### src/bms_pkg.sv
// Shared types, codes and reset constants of the balance mode supervisor.
package bms_pkg;

   // Operating modes as reported on the result channel.
   typedef enum logic [2:0] {
      MODE_IDLE   = 3'd0,
      MODE_CALIB  = 3'd1,
      MODE_MANUAL = 3'd2,
      MODE_ASSIST = 3'd3,
      MODE_AUTO   = 3'd4,
      MODE_FALLEN = 3'd5,
      MODE_ESTOP  = 3'd6
   } mode_type;

   // Command codes of an input word.
   localparam logic [2:0] CMD_TICK        = 3'd0;
   localparam logic [2:0] CMD_REPLACE     = 3'd1;
   localparam logic [2:0] CMD_OR          = 3'd2;
   localparam logic [2:0] CMD_REF         = 3'd3;
   localparam logic [2:0] CMD_REF_TIMEOUT = 3'd4;

   // Request flag bit positions.
   localparam int FLAG_CALIB_MODE = 0;
   localparam int FLAG_MANUAL     = 1;
   localparam int FLAG_STOP       = 2;
   localparam int FLAG_RESUME     = 3;
   localparam int FLAG_TIMEOUT    = 4;
   localparam int FLAG_CAL_LO     = 5;
   localparam int FLAG_CAL_HI     = 8;
   localparam int FLAG_RETRACT    = 9;
   localparam int FLAG_DEPLOY     = 10;

   // Stand and steer motor actions.
   localparam logic [1:0] STAND_NONE    = 2'd0;
   localparam logic [1:0] STAND_DEPLOY  = 2'd1;
   localparam logic [1:0] STAND_RETRACT = 2'd2;

   localparam logic [1:0] MOTOR_NONE     = 2'd0;
   localparam logic [1:0] MOTOR_SHUTDOWN = 2'd1;
   localparam logic [1:0] MOTOR_POSITION = 2'd2;
   localparam logic [1:0] MOTOR_TORQUE   = 2'd3;

   // Configuration register indexes.
   localparam logic [2:0] CSR_FALL_ANGLE         = 3'd0;
   localparam logic [2:0] CSR_UPRIGHT_ANGLE      = 3'd1;
   localparam logic [2:0] CSR_OVERSTEER_ANGLE    = 3'd2;
   localparam logic [2:0] CSR_AUTO_ENTER_SPEED   = 3'd3;
   localparam logic [2:0] CSR_AUTO_LEAVE_SPEED   = 3'd4;
   localparam logic [2:0] CSR_ASSIST_ENTER_SPEED = 3'd5;
   localparam logic [2:0] CSR_ASSIST_LEAVE_SPEED = 3'd6;

   // Configuration reset values (angles Q4.12 rad, speeds Q8.8 m/s).
   localparam logic [14:0] RST_FALL_ANGLE         = 15'd1430;
   localparam logic [14:0] RST_UPRIGHT_ANGLE      = 15'd643;
   localparam logic [14:0] RST_OVERSTEER_ANGLE    = 15'd4289;
   localparam logic [14:0] RST_AUTO_ENTER_SPEED   = 15'd947;
   localparam logic [14:0] RST_AUTO_LEAVE_SPEED   = 15'd870;
   localparam logic [14:0] RST_ASSIST_ENTER_SPEED = 15'd154;
   localparam logic [14:0] RST_ASSIST_LEAVE_SPEED = 15'd128;

   typedef struct packed {
      logic [14:0] fall_angle;
      logic [14:0] upright_angle;
      logic [14:0] oversteer_angle;
      logic [14:0] auto_enter_speed;
      logic [14:0] auto_leave_speed;
      logic [14:0] assist_enter_speed;
      logic [14:0] assist_leave_speed;
   } cfg_type;

   typedef struct packed {
      logic [2:0]         cmd;
      logic signed [15:0] roll_angle;
      logic signed [15:0] steer_angle;
      logic signed [15:0] speed;
      logic [15:0]        elapsed_ms;
      logic [10:0]        request_bits;
      logic signed [15:0] reference_speed;
      logic [31:0]        timeout_ms;
   } req_type;

   typedef struct packed {
      mode_type           mode;
      logic [10:0]        flags;
      logic signed [15:0] speed_ref;
      logic [31:0]        time_counter;
      logic [31:0]        deadline;
      logic               free_flag;
      logic               brake;
   } state_type;

   typedef struct packed {
      logic [2:0]         mode;
      logic               stand_free;
      logic               brake_engaged;
      logic [1:0]         stand_command;
      logic [1:0]         motor_command;
      logic               drive_stop;
      logic [3:0]         calib_requests;
      logic [10:0]        flags_now;
      logic signed [15:0] speed_reference_now;
   } rsp_type;

endpackage

### src/bms_csr.sv
// Configuration register file of the balance mode supervisor.
module bms_csr (
   input  logic             clock,
   input  logic             reset,
   input  logic             csr_write_enable,
   input  logic [2:0]       csr_index,
   input  logic [14:0]      csr_write_data,
   output bms_pkg::cfg_type cfg
);

   bms_pkg::cfg_type cfg_ff;

   // Threshold registers, loaded one at a time by index.
   always_ff @(posedge clock) begin
      if (reset) begin
         cfg_ff.fall_angle         <= bms_pkg::RST_FALL_ANGLE;
         cfg_ff.upright_angle      <= bms_pkg::RST_UPRIGHT_ANGLE;
         cfg_ff.oversteer_angle    <= bms_pkg::RST_OVERSTEER_ANGLE;
         cfg_ff.auto_enter_speed   <= bms_pkg::RST_AUTO_ENTER_SPEED;
         cfg_ff.auto_leave_speed   <= bms_pkg::RST_AUTO_LEAVE_SPEED;
         cfg_ff.assist_enter_speed <= bms_pkg::RST_ASSIST_ENTER_SPEED;
         cfg_ff.assist_leave_speed <= bms_pkg::RST_ASSIST_LEAVE_SPEED;
      end else if (csr_write_enable) begin
         case (csr_index)
            bms_pkg::CSR_FALL_ANGLE:         cfg_ff.fall_angle         <= csr_write_data;
            bms_pkg::CSR_UPRIGHT_ANGLE:      cfg_ff.upright_angle      <= csr_write_data;
            bms_pkg::CSR_OVERSTEER_ANGLE:    cfg_ff.oversteer_angle    <= csr_write_data;
            bms_pkg::CSR_AUTO_ENTER_SPEED:   cfg_ff.auto_enter_speed   <= csr_write_data;
            bms_pkg::CSR_AUTO_LEAVE_SPEED:   cfg_ff.auto_leave_speed   <= csr_write_data;
            bms_pkg::CSR_ASSIST_ENTER_SPEED: cfg_ff.assist_enter_speed <= csr_write_data;
            bms_pkg::CSR_ASSIST_LEAVE_SPEED: cfg_ff.assist_leave_speed <= csr_write_data;
            default: begin
            end
         endcase
      end
   end

   assign cfg = cfg_ff;

endmodule

### src/bms_step.sv
// Next-state and result logic for one word of the balance mode supervisor.
module bms_step (
   input  bms_pkg::cfg_type   cfg,
   input  bms_pkg::req_type   item,
   input  bms_pkg::state_type cur,
   output bms_pkg::state_type nxt,
   output bms_pkg::rsp_type   rsp
);

   logic signed [16:0] roll_x, steer_x, speed_x;
   logic [16:0]        roll_mag, steer_mag;
   logic               roll_fall, roll_upright, steer_over;
   logic               fast_assist, fast_auto, slow_auto, slow_assist;
   logic               ref_zero, ref_pos;
   logic [31:0]        tc_sum;
   logic [1:0]         stand;
   logic [1:0]         motor;
   logic               drv;
   logic [3:0]         calib;

   // Magnitudes and threshold compares; 17 bits hold the magnitude of -32768.
   always_comb begin
      roll_x       = 17'(item.roll_angle);
      steer_x      = 17'(item.steer_angle);
      speed_x      = 17'(item.speed);
      roll_mag     = roll_x[16] ? 17'(-roll_x) : 17'(roll_x);
      steer_mag    = steer_x[16] ? 17'(-steer_x) : 17'(steer_x);
      roll_fall    = roll_mag > {2'b00, cfg.fall_angle};
      roll_upright = roll_mag < {2'b00, cfg.upright_angle};
      steer_over   = steer_mag > {2'b00, cfg.oversteer_angle};
      fast_assist  = speed_x > $signed({2'b00, cfg.assist_enter_speed});
      fast_auto    = speed_x > $signed({2'b00, cfg.auto_enter_speed});
      slow_auto    = speed_x < $signed({2'b00, cfg.auto_leave_speed});
      slow_assist  = speed_x < $signed({2'b00, cfg.assist_leave_speed});
      ref_zero     = cur.speed_ref == 16'sd0;
      ref_pos      = !cur.speed_ref[15] && !ref_zero;
      tc_sum       = cur.time_counter + 32'(item.elapsed_ms);
   end

   // Transition checks run in order; every match applies its entry actions, a later one overriding an earlier.
   always_comb begin
      nxt   = cur;
      stand = bms_pkg::STAND_NONE;
      motor = bms_pkg::MOTOR_NONE;
      drv   = 1'b0;
      calib = 4'b0000;
      case (item.cmd)
         bms_pkg::CMD_TICK: begin
            nxt.time_counter = tc_sum;
            case (cur.mode)
               bms_pkg::MODE_IDLE: begin
                  if (roll_fall) begin
                     nxt.mode = bms_pkg::MODE_FALLEN; nxt.free_flag = 1'b0;
                     nxt.brake = 1'b1; drv = 1'b1; motor = bms_pkg::MOTOR_SHUTDOWN;
                  end
                  if (fast_assist || ref_pos) begin
                     nxt.mode = bms_pkg::MODE_ASSIST; nxt.free_flag = 1'b0;
                     stand = bms_pkg::STAND_DEPLOY; motor = bms_pkg::MOTOR_POSITION;
                  end
                  if (cur.flags[bms_pkg::FLAG_CALIB_MODE]) begin
                     nxt.mode = bms_pkg::MODE_CALIB; nxt.free_flag = 1'b0;
                  end
                  if (cur.flags[bms_pkg::FLAG_MANUAL]) begin
                     nxt.mode = bms_pkg::MODE_MANUAL; nxt.free_flag = 1'b0;
                  end
                  if (cur.flags[bms_pkg::FLAG_STOP]) begin
                     nxt.mode = bms_pkg::MODE_ESTOP; nxt.free_flag = 1'b0;
                     nxt.brake = 1'b1; stand = bms_pkg::STAND_DEPLOY;
                     drv = 1'b1; motor = bms_pkg::MOTOR_SHUTDOWN;
                  end
                  // Stand requests are served in idle; when both are pending, deploy wins and both are cleared.
                  if (cur.flags[bms_pkg::FLAG_RETRACT]) begin
                     stand = bms_pkg::STAND_RETRACT;
                     nxt.flags[bms_pkg::FLAG_RETRACT] = 1'b0;
                  end
                  if (cur.flags[bms_pkg::FLAG_DEPLOY]) begin
                     stand = bms_pkg::STAND_DEPLOY;
                     nxt.flags[bms_pkg::FLAG_DEPLOY] = 1'b0;
                  end
               end
               bms_pkg::MODE_CALIB: begin
                  if (cur.flags[bms_pkg::FLAG_RESUME]) begin
                     nxt.flags[bms_pkg::FLAG_CALIB_MODE] = 1'b0;
                     nxt.mode = bms_pkg::MODE_IDLE; nxt.free_flag = 1'b0;
                     nxt.brake = 1'b0; stand = bms_pkg::STAND_DEPLOY;
                     motor = bms_pkg::MOTOR_SHUTDOWN;
                  end
                  // Issue the pending calibration requests and clear them.
                  calib = cur.flags[bms_pkg::FLAG_CAL_HI:bms_pkg::FLAG_CAL_LO];
                  nxt.flags[bms_pkg::FLAG_CAL_HI:bms_pkg::FLAG_CAL_LO] = 4'b0000;
               end
               bms_pkg::MODE_MANUAL: begin
                  if (cur.flags[bms_pkg::FLAG_RESUME]) begin
                     nxt.flags[bms_pkg::FLAG_RESUME] = 1'b0;
                     nxt.flags[bms_pkg::FLAG_MANUAL] = 1'b0;
                     nxt.mode = bms_pkg::MODE_IDLE; nxt.free_flag = 1'b0;
                     nxt.brake = 1'b0; stand = bms_pkg::STAND_DEPLOY;
                     motor = bms_pkg::MOTOR_SHUTDOWN;
                  end
               end
               bms_pkg::MODE_ASSIST: begin
                  if (roll_fall) begin
                     nxt.mode = bms_pkg::MODE_FALLEN; nxt.free_flag = 1'b0;
                     nxt.brake = 1'b1; drv = 1'b1; motor = bms_pkg::MOTOR_SHUTDOWN;
                  end
                  if (fast_auto) begin
                     nxt.mode = bms_pkg::MODE_AUTO; nxt.free_flag = 1'b1;
                     motor = bms_pkg::MOTOR_TORQUE; stand = bms_pkg::STAND_RETRACT;
                  end
                  if (slow_assist && ref_zero) begin
                     nxt.mode = bms_pkg::MODE_IDLE; nxt.free_flag = 1'b0;
                     nxt.brake = 1'b0; stand = bms_pkg::STAND_DEPLOY;
                     motor = bms_pkg::MOTOR_SHUTDOWN;
                  end
                  if (cur.flags[bms_pkg::FLAG_STOP]) begin
                     nxt.mode = bms_pkg::MODE_ESTOP; nxt.free_flag = 1'b0;
                     nxt.brake = 1'b1; stand = bms_pkg::STAND_DEPLOY;
                     drv = 1'b1; motor = bms_pkg::MOTOR_SHUTDOWN;
                  end
                  // With no speed reference the brake holds the vehicle.
                  if (ref_zero) begin
                     nxt.brake = 1'b1;
                  end
               end
               bms_pkg::MODE_AUTO: begin
                  if (roll_fall) begin
                     nxt.mode = bms_pkg::MODE_FALLEN; nxt.free_flag = 1'b0;
                     nxt.brake = 1'b1; drv = 1'b1; motor = bms_pkg::MOTOR_SHUTDOWN;
                  end
                  if (slow_auto) begin
                     nxt.mode = bms_pkg::MODE_ASSIST; nxt.free_flag = 1'b0;
                     stand = bms_pkg::STAND_DEPLOY; motor = bms_pkg::MOTOR_POSITION;
                  end
                  if (cur.flags[bms_pkg::FLAG_STOP] || steer_over) begin
                     nxt.mode = bms_pkg::MODE_ESTOP; nxt.free_flag = 1'b0;
                     nxt.brake = 1'b1; stand = bms_pkg::STAND_DEPLOY;
                     drv = 1'b1; motor = bms_pkg::MOTOR_SHUTDOWN;
                  end
               end
               bms_pkg::MODE_FALLEN: begin
                  if (roll_upright) begin
                     nxt.mode = bms_pkg::MODE_IDLE; nxt.free_flag = 1'b0;
                     nxt.brake = 1'b0; stand = bms_pkg::STAND_DEPLOY;
                     motor = bms_pkg::MOTOR_SHUTDOWN;
                  end
               end
               bms_pkg::MODE_ESTOP: begin
                  if (roll_fall) begin
                     nxt.mode = bms_pkg::MODE_FALLEN; nxt.free_flag = 1'b0;
                     nxt.brake = 1'b1; drv = 1'b1; motor = bms_pkg::MOTOR_SHUTDOWN;
                  end
                  if (cur.flags[bms_pkg::FLAG_RESUME]) begin
                     nxt.flags[bms_pkg::FLAG_RESUME] = 1'b0;
                     nxt.flags[bms_pkg::FLAG_STOP] = 1'b0;
                     nxt.mode = bms_pkg::MODE_IDLE; nxt.free_flag = 1'b0;
                     nxt.brake = 1'b0; stand = bms_pkg::STAND_DEPLOY;
                     motor = bms_pkg::MOTOR_SHUTDOWN;
                  end
               end
               default: begin
               end
            endcase
            // An expired reference timeout drops the reference and stops the drive.
            if (nxt.flags[bms_pkg::FLAG_TIMEOUT] && (tc_sum > cur.deadline)) begin
               nxt.flags[bms_pkg::FLAG_TIMEOUT] = 1'b0;
               nxt.speed_ref = 16'sd0;
               drv = 1'b1;
            end
         end
         bms_pkg::CMD_REPLACE: begin
            nxt.flags = item.request_bits;
         end
         bms_pkg::CMD_OR: begin
            nxt.flags = cur.flags | item.request_bits;
         end
         bms_pkg::CMD_REF: begin
            nxt.speed_ref = item.reference_speed;
         end
         bms_pkg::CMD_REF_TIMEOUT: begin
            nxt.speed_ref = item.reference_speed;
            nxt.deadline = cur.time_counter + item.timeout_ms;
            nxt.flags[bms_pkg::FLAG_TIMEOUT] = 1'b1;
         end
         default: begin
         end
      endcase
   end

   // Result word reflects the state after this step.
   always_comb begin
      rsp.mode                = nxt.mode;
      rsp.stand_free          = nxt.free_flag;
      rsp.brake_engaged       = nxt.brake;
      rsp.stand_command       = stand;
      rsp.motor_command       = motor;
      rsp.drive_stop          = drv;
      rsp.calib_requests      = calib;
      rsp.flags_now           = nxt.flags;
      rsp.speed_reference_now = nxt.speed_ref;
   end

endmodule

### src/balance_mode_supervisor.sv
// Top level of the balance mode supervisor: input register, state, result register.
//
// Usage: every word on the req_ channel is either a control tick (cmd 0) carrying
// roll, steer, speed and elapsed milliseconds, or a command that rewrites the
// request flags or the speed reference. Each accepted word yields exactly one
// result word on the rsp_ channel with the mode, actuator commands, flags and
// speed reference after that step. Thresholds are written through the csr_
// port, which the user must do only while no word is in flight; the block has no guard.
// Path: a word held in the input register is processed by the single-pass mode
// logic when the result register is free or draining; the state and result
// registers load together and rsp_valid rises. Throughput: one word per cycle
// while rsp_ready stays high; the mode logic reads and writes the state
// registers in the same cycle, so back-to-back words chain without gaps.
// Reset: state returns to idle with flags, reference, timer and deadline
// cleared, thresholds take their reset values and both registers empty.
// Stall: while rsp_ready is low the result is held; the input register still
// takes one more word, after which req_ready drops until the result drains.
module balance_mode_supervisor (
   input  logic               clock,
   input  logic               reset,
   input  logic               req_valid,
   output logic               req_ready,
   input  logic [2:0]         req_cmd,
   input  logic signed [15:0] req_roll_angle,
   input  logic signed [15:0] req_steer_angle,
   input  logic signed [15:0] req_speed,
   input  logic [15:0]        req_elapsed_ms,
   input  logic [10:0]        req_request_bits,
   input  logic signed [15:0] req_reference_speed,
   input  logic [31:0]        req_timeout_ms,
   output logic               rsp_valid,
   input  logic               rsp_ready,
   output logic [2:0]         rsp_mode,
   output logic               rsp_stand_free,
   output logic               rsp_brake_engaged,
   output logic [1:0]         rsp_stand_command,
   output logic [1:0]         rsp_motor_command,
   output logic               rsp_drive_stop,
   output logic [3:0]         rsp_calib_requests,
   output logic [10:0]        rsp_flags_now,
   output logic signed [15:0] rsp_speed_reference_now,
   input  logic               csr_write_enable,
   input  logic [2:0]         csr_index,
   input  logic [14:0]        csr_write_data
);

   bms_pkg::cfg_type   cfg;
   bms_pkg::req_type   item_ff, item_in;
   logic               in_valid_ff;
   bms_pkg::state_type state_ff, state_in;
   bms_pkg::rsp_type   rsp_ff, rsp_in;
   logic               rsp_valid_ff;
   logic               advance;

   bms_csr u_csr (
      .clock            (clock),
      .reset            (reset),
      .csr_write_enable (csr_write_enable),
      .csr_index        (csr_index),
      .csr_write_data   (csr_write_data),
      .cfg              (cfg)
   );

   bms_step u_step (
      .cfg  (cfg),
      .item (item_ff),
      .cur  (state_ff),
      .nxt  (state_in),
      .rsp  (rsp_in)
   );

   // The held word is processed when the result register is free or draining.
   assign advance   = in_valid_ff && (!rsp_valid_ff || rsp_ready);
   assign req_ready = !in_valid_ff || advance;

   always_comb begin
      item_in.cmd             = req_cmd;
      item_in.roll_angle      = req_roll_angle;
      item_in.steer_angle     = req_steer_angle;
      item_in.speed           = req_speed;
      item_in.elapsed_ms      = req_elapsed_ms;
      item_in.request_bits    = req_request_bits;
      item_in.reference_speed = req_reference_speed;
      item_in.timeout_ms      = req_timeout_ms;
   end

   // Input register payload.
   always_ff @(posedge clock) begin
      if (req_valid && req_ready) begin
         item_ff <= item_in;
      end
   end

   // Result register payload.
   always_ff @(posedge clock) begin
      if (advance) begin
         rsp_ff <= rsp_in;
      end
   end

   // Valid flags and supervisor state.
   always_ff @(posedge clock) begin
      if (reset) begin
         in_valid_ff           <= 1'b0;
         rsp_valid_ff          <= 1'b0;
         state_ff.mode         <= bms_pkg::MODE_IDLE;
         state_ff.flags        <= '0;
         state_ff.speed_ref    <= '0;
         state_ff.time_counter <= '0;
         state_ff.deadline     <= '0;
         state_ff.free_flag    <= 1'b0;
         state_ff.brake        <= 1'b0;
      end else begin
         if (req_ready) begin
            in_valid_ff <= req_valid;
         end
         if (advance) begin
            rsp_valid_ff <= 1'b1;
            state_ff     <= state_in;
         end else if (rsp_ready) begin
            rsp_valid_ff <= 1'b0;
         end
      end
   end

   assign rsp_valid               = rsp_valid_ff;
   assign rsp_mode                = rsp_ff.mode;
   assign rsp_stand_free          = rsp_ff.stand_free;
   assign rsp_brake_engaged       = rsp_ff.brake_engaged;
   assign rsp_stand_command       = rsp_ff.stand_command;
   assign rsp_motor_command       = rsp_ff.motor_command;
   assign rsp_drive_stop          = rsp_ff.drive_stop;
   assign rsp_calib_requests      = rsp_ff.calib_requests;
   assign rsp_flags_now           = rsp_ff.flags_now;
   assign rsp_speed_reference_now = rsp_ff.speed_reference_now;

endmodule

### config.mk
export PLATFORM = sky130hd
export DESIGN_NAME = balance_mode_supervisor
export DESIGN_NICKNAME = d
export VERILOG_FILES = /design/src/bms_pkg.sv /design/src/bms_csr.sv /design/src/bms_step.sv /design/src/balance_mode_supervisor.sv
export SDC_FILE = /design/constraint.sdc
export NUM_CORES = 1
export LEC_CHECK = 0
export ABC_AREA = 1
export BUFFER_PORTS_ARGS = -buffer_cell sky130_fd_sc_hd__buf_2
export CAP_MARGIN = 20
export CORE_MARGIN = 3
export CORE_UTILIZATION = 65
export DETAILED_ROUTE_END_ITERATION = 16
export PLACE_DENSITY_LB_ADDON = 0.12
export SLEW_MARGIN = 40
export SYNTH_ARGS = -nofsm -noshare
export SYNTH_HDL_FRONTEND = slang
export SYNTH_SLANG_ARGS = --single-unit
### constraint.sdc
create_clock -name clock -period 11.05 [get_ports clock]
set_clock_uncertainty 0.15 [all_clocks]
set_input_delay 1.105 -clock clock [delete_from_list [all_inputs] [get_ports clock]]
set_output_delay 1.105 -clock clock [all_outputs]
set_load 0.01 [all_outputs]
==> flow_summary.yaml <==
global_routing:
  overflow: 0
  antenna_found_initial: 2
  grt.total_usage_pct: 30.8
  grt_pass1_vias: 17000
  grt_max_degree: 129
  grt_pass1_wl_mm: 84.5
timing:
  rsz0062_at_grt: "no"
  setup_tns_ps: 0
  layout_setup_ws_ps: 6510
  hold_viol_final: 0
  max_slew_margin_pct: 46.4
  period_needed_ps: 4540
  fin_crit_sh_pct: 41.1
  setup_viol: 0
  fmax_mhz: 220
  maxSlewViolCount: 0
  worst_slew_pin_slew_ps: 804
critical_path:
  critPathCaptureType: "register"
  crit_family: "simple AND/OR/NAND/NOR gates"
  required_ps: 11330
  path_buf_inv: 3
  worstSetupPathType: "register to register"
  path_max_fanout: 17
  critical_path.most_common_cell: "nand2_1"
  cp.arrival_ps: 4830
  crit_chain: "ha_1, inv_1, fa_1, o21ai_2, a31oi_4, o21ai_2, a21oi_4, nor3_4, nand2_1, xor2_1, inv_1, ha_1, nand2_1, nor3_1, and3_1, nand2_1, nand2_1, nand3_2, nand3_1, nand2_1, o21ai_0, inv_1"
  ff2ff_setup_slack_ps: 6510
  cp_slowest_stage_delay_ps: 410
  start_kind: "register"
  cp_slowest_cell: "fa_1"
finish:
  fin_nets: 2961
  nFillCells: 2294
  drive_gt1_share_pct: 12.8
  areaGrowthSynthToFinish_pct: 12.7
  final_core_util_pct: 75.1
  final_area_um2: 23100
cts:
  cts_root_buffer: "clkbuf_16"
  htreeDepth: 2
  cts.sink_count: 370
  clk_latency_ps: 550
  cts_resized: 0
  cts.path.max_buffers: 3
  cts_buffers: 40
  postCtsHoldBufs: 0
  cts_tree: "done"
  cts_setup_buffers: 0
  path_clk_slew_ps: 60
route:
  drt_iter0_drc: 1580
  wl_mm: 52.9
  wl_per_cell_um: 17.3
  postRouteAntennaNets: 0
  viasPerCell: 5.77
  vias: 17626
  drc_errors: 0
  first_pass_iters: 5
logic_synthesis:
  syn_avg_cell_area_um2: 8.38
  yosys_warnings: 0
  ys_types: 64
  synthCells: 2451
  synth_area_um2: 20500
  yosys_register_bits: 370
  ys_seq_area_share_pct: 44.2
  synth-async-reset-ratio_pct: 0
  synth_ff_type: "dfxtp_1"
  synth_enable_flop_cells: 167
  syn-num-nets: 2785
place:
  portBuffers: 191
  place_congestion: 0.973
  pre_cts_ws_ps: 6530
  dp_hpwl_mm: 38.1
  placed_area_um2: 21800
run_status:
  outcome: "complete, no violations"
power_and_ir_drop:
  leakage_nw: 10.8
  irDropWorstVdd_v: 0.000121
  powerDensity_nw_per_um2: 144
die:
  die_x_um: 184
  coreArea_um2: 30800
  initial_core_util_pct: 66.6
  dieArea_um2: 33700
  rows: 64
  fp.dieH_um: 184
  ios: 192
run:
  max_cap_violations: 0
min_path:
  hp-class: "register to register"
[worst register-to-register path, cell delays in order, from the launching register on]
cell     delay (ps)
dfxtp_1         360
ha_1            200
inv_1            60
fa_1            410
o21ai_2         240
a31oi_4         150
o21ai_2         290
a21oi_4         150
nor3_4          150
nand2_1          90
xor2_1          230
inv_1            80
ha_1            280
nand2_1          70
nor3_1          260
and3_1          220
nand2_1          60
nand2_1         100
nand3_2         360
nand3_1         190
nand2_1         100
o21ai_0         200
inv_1            60
[sequential cells by signal, indices dropped and copies added, names as in the netlist, 2 cells and up]
register	count
item_ff	126
u_csr.cfg	105
state_ff	96
rsp_speed_reference_now	16
rsp_flags_now	11
rsp_calib_requests	4
rsp_mode	3
rsp_motor_command	2
rsp_stand_command	2
[final timing paths]
| path | from | endpoint | depth (start not counted) |
|---|---|---|---|
| worst max-delay path | state_ff[34]$_SDFFE_PP0P_ | state_ff[80]$_SDFFE_PP0P_ | 22 |
| worst min register to register | u_csr.cfg[88]$_SDFFE_PP0P_ | u_csr.cfg[88]$_SDFFE_PP0P_ | 2 |
| worst max register to register | state_ff[34]$_SDFFE_PP0P_ | state_ff[80]$_SDFFE_PP0P_ | 22 |
| worst min-delay path | u_csr.cfg[88]$_SDFFE_PP0P_ | u_csr.cfg[88]$_SDFFE_PP0P_ | 2 |
[logic make-up after synthesis]
| kind of cell | after synthesis | synth area share, % |
|---|---|---|
| AND/OR/NAND/NOR | 757 | 15.9 |
| buffers and inverters | 467 | 8.64 |
| AO/OA/AOI/OAI | 599 | 16.7 |
| XOR/XNOR | 73 | 3.15 |
| flip-flops | 370 | 44.2 |
| adder cells (fa/ha/maj) | 185 | 11.3 |
[power by group]
group / switching, mW / internal, mW / leakage [nW]
logic: 0.282 / 0.156 / 6.81
registers: 0.0401 / 1.50 / 3.28
clock network: 0.558 / 0.799 / 0.666
[routing by layer]
metal	vias to the layer above	global-route usage [%]	wire length, um
li1	8603	-	-
met2	737	50.5	24100
met1	8182	43.3	23100
met4	0	8.65	1290
met3	104	4.33	4450
met5	-	0	0
[final cells by class]
type | count | area, um^2 | area share, %
Tap cell | 396 | 495 | 2.14
Clock inverter | 24 | 229 | 0.990
Inverter | 402 | 1510 | 6.54
Antenna cell | 1 | 2.50 | 0.0108
Sequential cell | 370 | 9080 | 39.2
Timing Repair Buffer | 199 | 1050 | 4.52
Multi-Input combinational cell | 1614 | 9680 | 41.8
Clock buffer | 49 | 1090 | 4.73
[per-stage QoR]
stage	cells	hold slack [ps]	power (mW)
global placement	2980	296	1.98
global route	3055	325	3.46
detailed placement	2980	305	2.00
CTS	3053	315	3.34
finish	3055	311	3.34
floorplan	2451	279	1.86
[Yosys cell counts, drive strengths merged, types with 6 or more instances]
library cell / number / area share, %
o21bai: 9 / 0.35
xnor2: 26 / 1.1
nand2: 353 / 6.5
o21a: 7 / 0.26
buf: 13 / 0.34
nand4: 23 / 0.70
ha: 183 / 11
nor2: 219 / 4.3
nor4: 10 / 0.30
a31oi: 6 / 0.29
edfxtp: 167 / 24
xor2: 47 / 2.0
a22oi: 18 / 0.90
inv: 401 / 7.3
o211ai: 40 / 1.5
a21o: 6 / 0.22
nor3: 42 / 1.2
dfxtp: 203 / 20
o21ai: 240 / 6.1
clkbuf: 52 / 0.95
a21oi: 256 / 6.5
nand3: 97 / 2.5
[cell usage in the layout (no fill, tap or decap), drive strengths merged, types with 3 or more instances in the layout]
master,synthesis,layout
nand4,23,23
a21oi,256,256
nor4,10,10
dfxtp,203,203
or2,4,4
nor2,219,219
o31ai,4,4
xor2,47,47
nor3b,4,4
o21a,7,7
ha,183,183
nor3,42,42
buf,13,198
clkbuf,52,50
nand3,97,97
o21ai,240,240
a31oi,6,6
inv,401,402
a221oi,3,3
a21o,6,6
o21bai,9,9
edfxtp,167,167
clkinv,1,20
xnor2,26,26
bufinv,0,4
nand2,353,353
o211ai,40,40
a22oi,18,18
(Power assumes the default switching activity.)
